File: config.mk
export PLATFORM = sky130hd
export DESIGN_NAME = assoc_cache_mru_evict
export DESIGN_NICKNAME = d
export VERILOG_FILES = /design/src/rtl/acme_pkg.sv /design/src/rtl/acme_store.sv /design/src/rtl/assoc_cache_mru_evict.sv
export SDC_FILE = /design/constraint.sdc
export NUM_CORES = 1
export LEC_CHECK = 0
export ABC_AREA = 1
export CAP_MARGIN = 10
export CORE_ASPECT_RATIO = 1.75
export CORE_UTILIZATION = 55
export DETAILED_ROUTE_END_ITERATION = 10
export DONT_BUFFER_PORTS = 1
export HOLD_SLACK_MARGIN = 0.06
export PLACE_DENSITY = 0.71
export SETUP_SLACK_MARGIN = 0.15
export SLEW_MARGIN = 0
export SYNTH_ARGS = -nofsm -noshare
export SYNTH_HDL_FRONTEND = slang
export SYNTH_SLANG_ARGS = --single-unit
File: constraint.sdc
create_clock -name clk -period 4.55 [get_ports clk]
set_clock_uncertainty 0.2 [all_clocks]
set_input_delay 0.91 -clock clk [delete_from_list [all_inputs] [get_ports clk]]
set_output_delay 0.91 -clock clk [all_outputs]
set_load 0.01 [all_outputs]
File: src/rtl/acme_pkg.sv
package acme_pkg;

    // Defaults for the top-level parameters.
    localparam int ENTRIES_DEF     = 16;
    localparam int KEY_BITS_DEF    = 16;
    localparam int HANDLE_BITS_DEF = 16;

    // Fixed field widths of the stream payloads.
    localparam int FIELD_BITS  = 16;
    localparam int SLOT_BITS   = 4;
    localparam int STAMP_BITS  = 32;
    localparam int IN_DATA_BITS  = 2 * FIELD_BITS;
    localparam int OUT_PAD_BITS  = 4;
    localparam int OUT_DATA_BITS = 2 * FIELD_BITS + SLOT_BITS + OUT_PAD_BITS;
    localparam int OUT_USER_BITS = 2;

    // Operation codes carried in the input tuser.
    localparam logic OP_GET = 1'b0;
    localparam logic OP_PUT = 1'b1;

    // Write enables from the sequencer to the entry store.
    typedef struct packed {
        logic stamp_en;  // write the use stamp of the addressed entry
        logic entry_en;  // write key and handle and mark the entry valid
    } acme_wr_t;

endpackage

File: src/rtl/acme_store.sv
module acme_store #(
    parameter int ENTRIES     = acme_pkg::ENTRIES_DEF,
    parameter int KEY_BITS    = acme_pkg::KEY_BITS_DEF,
    parameter int HANDLE_BITS = acme_pkg::HANDLE_BITS_DEF
) (
    input  logic                            clk,
    input  logic                            rst_n,
    input  logic [$clog2(ENTRIES)-1:0]      rd_addr,
    output logic                            rd_valid,
    output logic [KEY_BITS-1:0]             rd_key,
    output logic [HANDLE_BITS-1:0]          rd_handle,
    output logic [acme_pkg::STAMP_BITS-1:0] rd_stamp,
    input  acme_pkg::acme_wr_t              wr,
    input  logic [$clog2(ENTRIES)-1:0]      wr_addr,
    input  logic [KEY_BITS-1:0]             wr_key,
    input  logic [HANDLE_BITS-1:0]          wr_handle,
    input  logic [acme_pkg::STAMP_BITS-1:0] wr_stamp
);

    logic [KEY_BITS-1:0]             key_mem    [ENTRIES];
    logic [HANDLE_BITS-1:0]          handle_mem [ENTRIES];
    logic [acme_pkg::STAMP_BITS-1:0] stamp_mem  [ENTRIES];

    logic [ENTRIES-1:0]              valid_reg;
    logic [ENTRIES-1:0]              valid_next;
    logic                            rd_valid_reg;
    logic [KEY_BITS-1:0]             rd_key_reg;
    logic [HANDLE_BITS-1:0]          rd_handle_reg;
    logic [acme_pkg::STAMP_BITS-1:0] rd_stamp_reg;

    always_comb
    begin
        valid_next = valid_reg;
        if (wr.entry_en)
        begin
            valid_next[wr_addr] = 1'b1;
        end
    end

    // Valid bits clear at reset; entries only ever become valid.
    always_ff @(posedge clk or negedge rst_n)
    begin
        if (!rst_n)
        begin
            valid_reg    <= '0;
            rd_valid_reg <= 1'b0;
        end
        else
        begin
            valid_reg    <= valid_next;
            rd_valid_reg <= valid_reg[rd_addr];
        end
    end

    always_ff @(posedge clk)
    begin
        if (wr.entry_en)
        begin
            key_mem[wr_addr]    <= wr_key;
            handle_mem[wr_addr] <= wr_handle;
        end
        if (wr.stamp_en)
        begin
            stamp_mem[wr_addr] <= wr_stamp;
        end
        rd_key_reg    <= key_mem[rd_addr];
        rd_handle_reg <= handle_mem[rd_addr];
        rd_stamp_reg  <= stamp_mem[rd_addr];
    end

    assign rd_valid  = rd_valid_reg;
    assign rd_key    = rd_key_reg;
    assign rd_handle = rd_handle_reg;
    assign rd_stamp  = rd_stamp_reg;

endmodule

File: src/rtl/assoc_cache_mru_evict.sv
// Fully associative key-to-handle cache with most-recently-used eviction.
// Input channel (s_axis_*): one transfer carries one operation. tuser bit 0
// selects get (0) or put (1); tdata carries the key and, for a put, the handle.
// Output channel (m_axis_*): exactly one result transfer per operation, in
// order. A get reports hit, the stored handle and the entry index. A put
// reports the entry written and, when every entry was valid, the evicted
// entry's handle so that the user can release it.
// Timing: each operation walks all ENTRIES entries through the single read
// port of the entry store, one entry per cycle, with one shared key and stamp
// comparator. The result is loaded into the output register after the scan, a
// drain state and the write-back, and no new operation is taken until the last
// one has been written back. The scan length is set by the store read port.
// s_axis_tready is high only while the sequencer is idle.
// Stalls: the result sits in an output register. If the receiver holds
// m_axis_tready low, the sequencer waits after its write-back until the
// register is free; the cache state is already updated at that point.
// Reset: all entries become invalid and the use counter returns to zero.
module assoc_cache_mru_evict #(
    parameter int ENTRIES     = acme_pkg::ENTRIES_DEF,
    parameter int KEY_BITS    = acme_pkg::KEY_BITS_DEF,
    parameter int HANDLE_BITS = acme_pkg::HANDLE_BITS_DEF
) (
    input  logic                               clk,
    input  logic                               rst_n,
    input  logic                               s_axis_tvalid,
    output logic                               s_axis_tready,
    // [15:0] lookup_key, [31:16] handle_in
    input  logic [acme_pkg::IN_DATA_BITS-1:0]  s_axis_tdata,
    // [0] opcode
    input  logic                               s_axis_tuser,
    output logic                               m_axis_tvalid,
    input  logic                               m_axis_tready,
    // [15:0] handle_out, [19:16] slot_used, [35:20] evicted_handle, [39:36] zero
    output logic [acme_pkg::OUT_DATA_BITS-1:0] m_axis_tdata,
    // [0] hit, [1] evicted
    output logic [acme_pkg::OUT_USER_BITS-1:0] m_axis_tuser
);

    localparam int IDX_W = $clog2(ENTRIES);
    localparam logic [IDX_W-1:0] LAST_IDX = IDX_W'(ENTRIES - 1);
    localparam int FB = acme_pkg::FIELD_BITS;
    localparam int SB = acme_pkg::STAMP_BITS;

    typedef enum logic [3:0] {
        S_IDLE  = 4'b0001,
        S_SCAN  = 4'b0010,
        S_DRAIN = 4'b0100,
        S_WRITE = 4'b1000
    } state_t;

    state_t state_reg, state_next;

    logic [IDX_W-1:0]       rd_idx_reg, rd_idx_next;
    logic                   cmp_vld_reg, cmp_vld_next;
    logic [IDX_W-1:0]       cmp_idx_reg, cmp_idx_next;
    logic                   found_reg, found_next;
    logic [SB-1:0]          use_count_reg, use_count_next;
    logic                   out_valid_reg, out_valid_next;
    logic                   wait_out_reg, wait_out_next;

    // Operation payload and scan results.
    logic                   op_reg, op_next;
    logic [KEY_BITS-1:0]    key_reg, key_next;
    logic [HANDLE_BITS-1:0] handle_reg, handle_next;
    logic [IDX_W-1:0]       slot_reg, slot_next;
    logic [HANDLE_BITS-1:0] hout_reg, hout_next;
    logic [SB-1:0]          best_stamp_reg, best_stamp_next;
    logic [IDX_W-1:0]       best_idx_reg, best_idx_next;
    logic [HANDLE_BITS-1:0] best_handle_reg, best_handle_next;

    // Output register.
    logic                   out_hit_reg, out_evicted_reg;
    logic [FB-1:0]          out_hout_reg, out_evh_reg;
    logic [acme_pkg::SLOT_BITS-1:0] out_slot_reg;

    logic                   rd_valid;
    logic [KEY_BITS-1:0]    rd_key;
    logic [HANDLE_BITS-1:0] rd_handle;
    logic [SB-1:0]          rd_stamp;
    acme_pkg::acme_wr_t     wr;
    logic [IDX_W-1:0]       slot_sel;
    logic [SB-1:0]          stamp_new;
    logic                   do_stamp;
    logic                   out_free;
    logic                   load_out;
    logic                   accept;
    logic                   res_hit, res_evict;

    acme_store #(
        .ENTRIES     (ENTRIES),
        .KEY_BITS    (KEY_BITS),
        .HANDLE_BITS (HANDLE_BITS)
    ) u_store (
        .clk       (clk),
        .rst_n     (rst_n),
        .rd_addr   (rd_idx_reg),
        .rd_valid  (rd_valid),
        .rd_key    (rd_key),
        .rd_handle (rd_handle),
        .rd_stamp  (rd_stamp),
        .wr        (wr),
        .wr_addr   (slot_sel),
        .wr_key    (key_reg),
        .wr_handle (handle_reg),
        .wr_stamp  (stamp_new)
    );

    assign s_axis_tready = (state_reg == S_IDLE) && !wait_out_reg;
    assign accept        = s_axis_tvalid && s_axis_tready;
    assign out_free      = !out_valid_reg || m_axis_tready;

    // A put that found no free entry replaces the victim with the highest stamp.
    assign slot_sel  = (op_reg == acme_pkg::OP_PUT && !found_reg) ? best_idx_reg : slot_reg;
    assign do_stamp  = (op_reg == acme_pkg::OP_PUT) || found_reg;
    assign stamp_new = use_count_reg + SB'(1);
    assign res_hit   = (op_reg == acme_pkg::OP_GET) && found_reg;
    assign res_evict = (op_reg == acme_pkg::OP_PUT) && !found_reg;

    always_comb
    begin
        wr.stamp_en = (state_reg == S_WRITE) && do_stamp;
        wr.entry_en = (state_reg == S_WRITE) && (op_reg == acme_pkg::OP_PUT);
    end

    // Sequencer.
    always_comb
    begin
        state_next     = state_reg;
        rd_idx_next    = rd_idx_reg;
        op_next        = op_reg;
        key_next       = key_reg;
        handle_next    = handle_reg;
        use_count_next = use_count_reg;
        wait_out_next  = wait_out_reg;
        cmp_vld_next   = (state_reg == S_SCAN);
        cmp_idx_next   = rd_idx_reg;
        load_out       = 1'b0;

        unique case (state_reg)
            S_IDLE:
            begin
                if (wait_out_reg)
                begin
                    if (out_free)
                    begin
                        load_out      = 1'b1;
                        wait_out_next = 1'b0;
                    end
                end
                else if (s_axis_tvalid)
                begin
                    op_next     = s_axis_tuser;
                    key_next    = KEY_BITS'(s_axis_tdata[FB-1:0]);
                    handle_next = HANDLE_BITS'(s_axis_tdata[2*FB-1:FB]);
                    rd_idx_next = '0;
                    state_next  = S_SCAN;
                end
            end
            S_SCAN:
            begin
                rd_idx_next = rd_idx_reg + IDX_W'(1);
                if (rd_idx_reg == LAST_IDX)
                begin
                    state_next = S_DRAIN;
                end
            end
            S_DRAIN:
            begin
                state_next = S_WRITE;
            end
            S_WRITE:
            begin
                if (do_stamp)
                begin
                    use_count_next = stamp_new;
                end
                // Park in idle with the result held until the output is free.
                if (out_free)
                begin
                    load_out = 1'b1;
                end
                else
                begin
                    wait_out_next = 1'b1;
                end
                state_next = S_IDLE;
            end
            default:
            begin
                state_next = S_IDLE;
            end
        endcase
    end

    // Shared compare unit: one entry per cycle, in the cycle after its read address.
    always_comb
    begin
        found_next       = found_reg;
        slot_next        = slot_reg;
        hout_next        = hout_reg;
        best_stamp_next  = best_stamp_reg;
        best_idx_next    = best_idx_reg;
        best_handle_next = best_handle_reg;

        if (accept)
        begin
            found_next = 1'b0;
        end
        else if (cmp_vld_reg)
        begin
            if (!found_reg)
            begin
                if (op_reg == acme_pkg::OP_GET)
                begin
                    if (rd_valid && (rd_key == key_reg))
                    begin
                        found_next = 1'b1;
                        slot_next  = cmp_idx_reg;
                        hout_next  = rd_handle;
                    end
                end
                else if (!rd_valid)
                begin
                    found_next = 1'b1;
                    slot_next  = cmp_idx_reg;
                end
            end
            // Strictly greater wins, so ties keep the lower index.
            if ((cmp_idx_reg == '0) || (rd_stamp > best_stamp_reg))
            begin
                best_stamp_next  = rd_stamp;
                best_idx_next    = cmp_idx_reg;
                best_handle_next = rd_handle;
            end
        end
    end

    always_comb
    begin
        out_valid_next = out_valid_reg;
        if (load_out)
        begin
            out_valid_next = 1'b1;
        end
        else if (m_axis_tready)
        begin
            out_valid_next = 1'b0;
        end
    end

    always_ff @(posedge clk or negedge rst_n)
    begin
        if (!rst_n)
        begin
            state_reg     <= S_IDLE;
            rd_idx_reg    <= '0;
            cmp_vld_reg   <= 1'b0;
            cmp_idx_reg   <= '0;
            found_reg     <= 1'b0;
            use_count_reg <= '0;
            out_valid_reg <= 1'b0;
            wait_out_reg  <= 1'b0;
        end
        else
        begin
            state_reg     <= state_next;
            rd_idx_reg    <= rd_idx_next;
            cmp_vld_reg   <= cmp_vld_next;
            cmp_idx_reg   <= cmp_idx_next;
            found_reg     <= found_next;
            use_count_reg <= use_count_next;
            out_valid_reg <= out_valid_next;
            wait_out_reg  <= wait_out_next;
        end
    end

    always_ff @(posedge clk)
    begin
        op_reg          <= op_next;
        key_reg         <= key_next;
        handle_reg      <= handle_next;
        slot_reg        <= slot_next;
        hout_reg        <= hout_next;
        best_stamp_reg  <= best_stamp_next;
        best_idx_reg    <= best_idx_next;
        best_handle_reg <= best_handle_next;
        if (load_out)
        begin
            out_hit_reg     <= res_hit;
            out_evicted_reg <= res_evict;
            out_hout_reg    <= res_hit ? FB'(hout_reg) : '0;
            out_slot_reg    <= (op_reg == acme_pkg::OP_PUT || found_reg)
                               ? acme_pkg::SLOT_BITS'(slot_sel) : '0;
            out_evh_reg     <= res_evict ? FB'(best_handle_reg) : '0;
        end
    end

    assign m_axis_tvalid = out_valid_reg;
    assign m_axis_tdata  = {{acme_pkg::OUT_PAD_BITS{1'b0}}, out_evh_reg, out_slot_reg,
                            out_hout_reg};
    assign m_axis_tuser  = {out_evicted_reg, out_hit_reg};

    // An accepted operation closes the input until its result is produced.
    a_busy_after_accept: assert property (@(posedge clk) disable iff (!rst_n)
        accept |=> !s_axis_tready)
        else $error("input accepted while an operation was in progress");

    // The use counter only advances during write-back.
    a_count_in_write: assert property (@(posedge clk) disable iff (!rst_n)
        (state_reg != S_WRITE) |=> $stable(use_count_reg))
        else $error("use counter changed outside write-back");

    // A result is never both a hit and an eviction.
    a_hit_evict_excl: assert property (@(posedge clk) disable iff (!rst_n)
        m_axis_tvalid |-> !(m_axis_tuser[0] && m_axis_tuser[1]))
        else $error("result flags hit and evicted together");

    // The store is written only after a full scan.
    a_write_after_scan: assert property (@(posedge clk) disable iff (!rst_n)
        (wr.stamp_en || wr.entry_en) |-> $past(state_reg == S_DRAIN))
        else $error("entry store written without a completed scan");

endmodule
==> out/summary.txt <==
Outcome: finished, final reports clean
Antenna violations before repair: 9
Final max-slew violation count: 0
Share of cells above drive strength 1: 9.457%
PortBufs: 0
DRT Pass-1 Iters: 5
YS warnings: 0
Cell taking the most area after synthesis: edfxtp_1
Clk_lat worst skew: 0.72 ns
Max rail drop VDD: 0.3826 mV
# rows: 145
CTS tree: yes
Critical Path RT: 4.74 ns
Largest net degree at the start of global routing: 153
Worst setup path category: flip-flop to flip-flop
Max-slew headroom: 17.19%
DRT Wirelength: 124.1 mm
Hold path cells: 0
Post-synth EDFFs: 1167
Setup violations, final: 0
Clock-pin slew on the worst setup and hold paths: 0.07 ns
Slew @ Worst Pin: 1.238 ns
Die extent in y: 400.3 um
Max reg flops: 512
Most frequent cells after synthesis: edfxtp_1 (1167), nor2_1 (624), o21ai_0 (551), nand2_1 (239), o221ai_1 (202)
PwrDens: 546.9 nW/um^2
Yosys reg bits: 1296
CP Capture Type: flip-flop
Hold Vio Cnt, Final: 0
Num CTS Buffers: 108
Highest clock rate: 305.9 MHz
First-pass GRT wire length: 185.2 mm
CTS sink count: 1296
FF-to-FF path depth: 9
Vias: 30250
Wire length per cell: 25.06 um
Die Wd: 229.6 um
Top cell type's share of synthesized area: 70.29%
Tot Pwr: 30.32 mW
HPWL after DPL: 72.14 mm
Max Root-Sink Buffers: 3
RSZ-0062 raised after global routing: no
Tot GR Track Use: 27.06%
Tmin final: 3.269 ns
Most frequent cell after synthesis: edfxtp_1
Crit path DAT: 3.46 ns
Asr flop ratio synth: 5.015%
Number of nets in the layout: 3732
Setup TNS: 0 ns
Via density: 6.110
Setup bufs post-CTS: 0
Crit path max fanout: 20
Seq/Total Area, Yosys: 76.13%
Gp weighted congestion: 0.9218
Initial drt markers: 3234
# IOs: 81
Largest regs: u_store.stamp_mem x512, u_store.handle_mem x256, u_store.key_mem x256
Ys flop type: edfxtp_1
Global route overflow: 0
Leak: 19.68 nW
Top cells by area, synth: edfxtp_1 (70%), o21ai_0 (5.5%), nor2_1 (4.7%)
Reg2Reg Launch Point: op_reg
Fin crit share: 71.85%
Core area: 89440 sq um
Distinct cell type count after synthesis: 44
Starting Density: 55.74%
Hold_sp: s_axis_tdata[22]
Hold WC Path Type: input port to flip-flop
Mean post-synth cell area: 13.59 sq um
Worst Hold End: handle_reg[6]
Worst setup SP type: flip-flop
Max Cap Viol: 0
Vias in the first global route: 30370
Die area: 91900 sq um
Post-synthesis instance total: 3668
Top reg by flops: u_store.stamp_mem
Flop-to-flop setup slack: 1.28 ns
FF-to-FF End: u_store.stamp_mem[9][17]
Area delta synth->final: 11.19%
Post-route DRC: 0
H-tree Lvls: 3
Post-route ant nets: 0
CTS root buf: clkbuf_16
Post-Syn Area: 49860 sq um
[kinds of logic (layout without fill, tap and decap cells)]
| group | after synthesis | count (layout) | synth area share (%) |
|---|---|---|---|
| other cells | 1 | 25 | 0.007522 |
| xor+xnor | 37 | 37 | 0.6500 |
| buf+inv | 378 | 461 | 3.009 |
| simple gates | 1016 | 1016 | 8.224 |
| fa+ha+maj | 34 | 34 | 0.8533 |
| compound gates | 906 | 906 | 11.13 |
| flops | 1296 | 1296 | 76.13 |
[power breakdown]
| group | total [mW] | internal, mW | switching, mW |
|---|---|---|---|
| sequential | 14.5 | 13.8 | 0.681 |
| clock | 9.29 | 5.07 | 4.22 |
| combinational | 6.52 | 1.85 | 4.66 |
[how the worst max path moves through the flow]
stage,cells past startpoint,start,slack (ns),end
final,9,op_reg,1.28,u_store.stamp_mem[9][17]
after global routing,9,op_reg,1.09,u_store.stamp_mem[9][5]
after global placement,8,state_reg[0],1.31,u_store.stamp_mem[9][17]
after detailed placement,9,op_reg,1.26,u_store.stamp_mem[9][17]
after CTS,9,op_reg,1.22,u_store.stamp_mem[9][17]
after floorplan,12,best_stamp_reg[15],0.19,best_handle_reg[0]
[per-layer routing]
layer  global-route usage, %  routed length, um  up-vias
met5                       0                  0        -
met1                   30.25              43380    15200
li1                        -                  -    13550
met2                   48.83              66860     1208
met3                   3.460               6709      293
met4                   16.27               7109        0
[critical path, cell delays in order, from the launching register on]
cell and delay [ns]:
edfxtp_1 0.44, inv_2 0.08, nor2_4 0.14, inv_2 0.20, o21ai_2 0.33, inv_2 0.10
nor2_2 0.16, nand2_1 0.19, nor2_4 0.69, buf_4 0.42
[final cells by class]
| class | count | area (sq um) |
|---|---|---|
| diodes | 21 | 52.55 |
| clock buffers | 136 | 2909 |
| clock inverters | 67 | 621.8 |
| fillers | 6495 | 34010 |
| inverters | 146 | 565.5 |
| multi-input cells | 1997 | 10760 |
| flip-flops and latches | 1296 | 37970 |
| well taps | 1176 | 1471 |
| repair buffers | 112 | 1089 |
[placed cells by master, fill, tap and decap left out, types with 8 or more instances in the layout]
| cell type | instances |
|---|---|
| xor2_2 | 10 |
| diode_2 | 21 |
| nor2_4 | 37 |
| edfxtp_1 | 1167 |
| ha_1 | 34 |
| clkbuf_16 | 109 |
| bufinv_16 | 9 |
| buf_12 | 14 |
| xor2_1 | 24 |
| dfxtp_1 | 64 |
| o211ai_1 | 54 |
| dlygate4sd3_1 | 17 |
| clkbuf_1 | 19 |
| clkbuf_8 | 9 |
| o22ai_1 | 56 |
| dfrtp_1 | 60 |
| clkinvlp_4 | 9 |
| clkinv_2 | 23 |
| o221ai_1 | 202 |
| a21oi_1 | 21 |
| inv_1 | 132 |
| nand3_1 | 94 |
| buf_4 | 78 |
| o21ai_0 | 551 |
| nand4_1 | 9 |
| or2_1 | 9 |
| nor2_1 | 595 |
| inv_2 | 10 |
| nor3_1 | 12 |
| o21ai_1 | 8 |
| clkinv_1 | 14 |
| nand2_1 | 238 |
[stage by stage]
step | worst slack, ns | hold WS (ns) | cell area (sq um) | cells | utilization [%]
after floorplan | 0.1937 | 0.1726 | 49870 | 3671 | -
after global placement | 1.315 | 0.2120 | 51620 | 4706 | 57.71
final | 1.281 | 0.09264 | 55430 | 4951 | 61.98
after CTS | 1.221 | 0.06032 | 55360 | 4928 | 61.89
after global routing | 1.086 | 0.06757 | 55430 | 4951 | 61.98
after detailed placement | 1.260 | 0.2150 | 51630 | 4707 | 57.73
[timing repair]
item / in CTS / in global routing
hold endpoints to repair: 81 / 0
hold buffers: 18 / 0
resized for setup: 0 / 0
No activity file was read; power rests on OpenSTA's default activity.
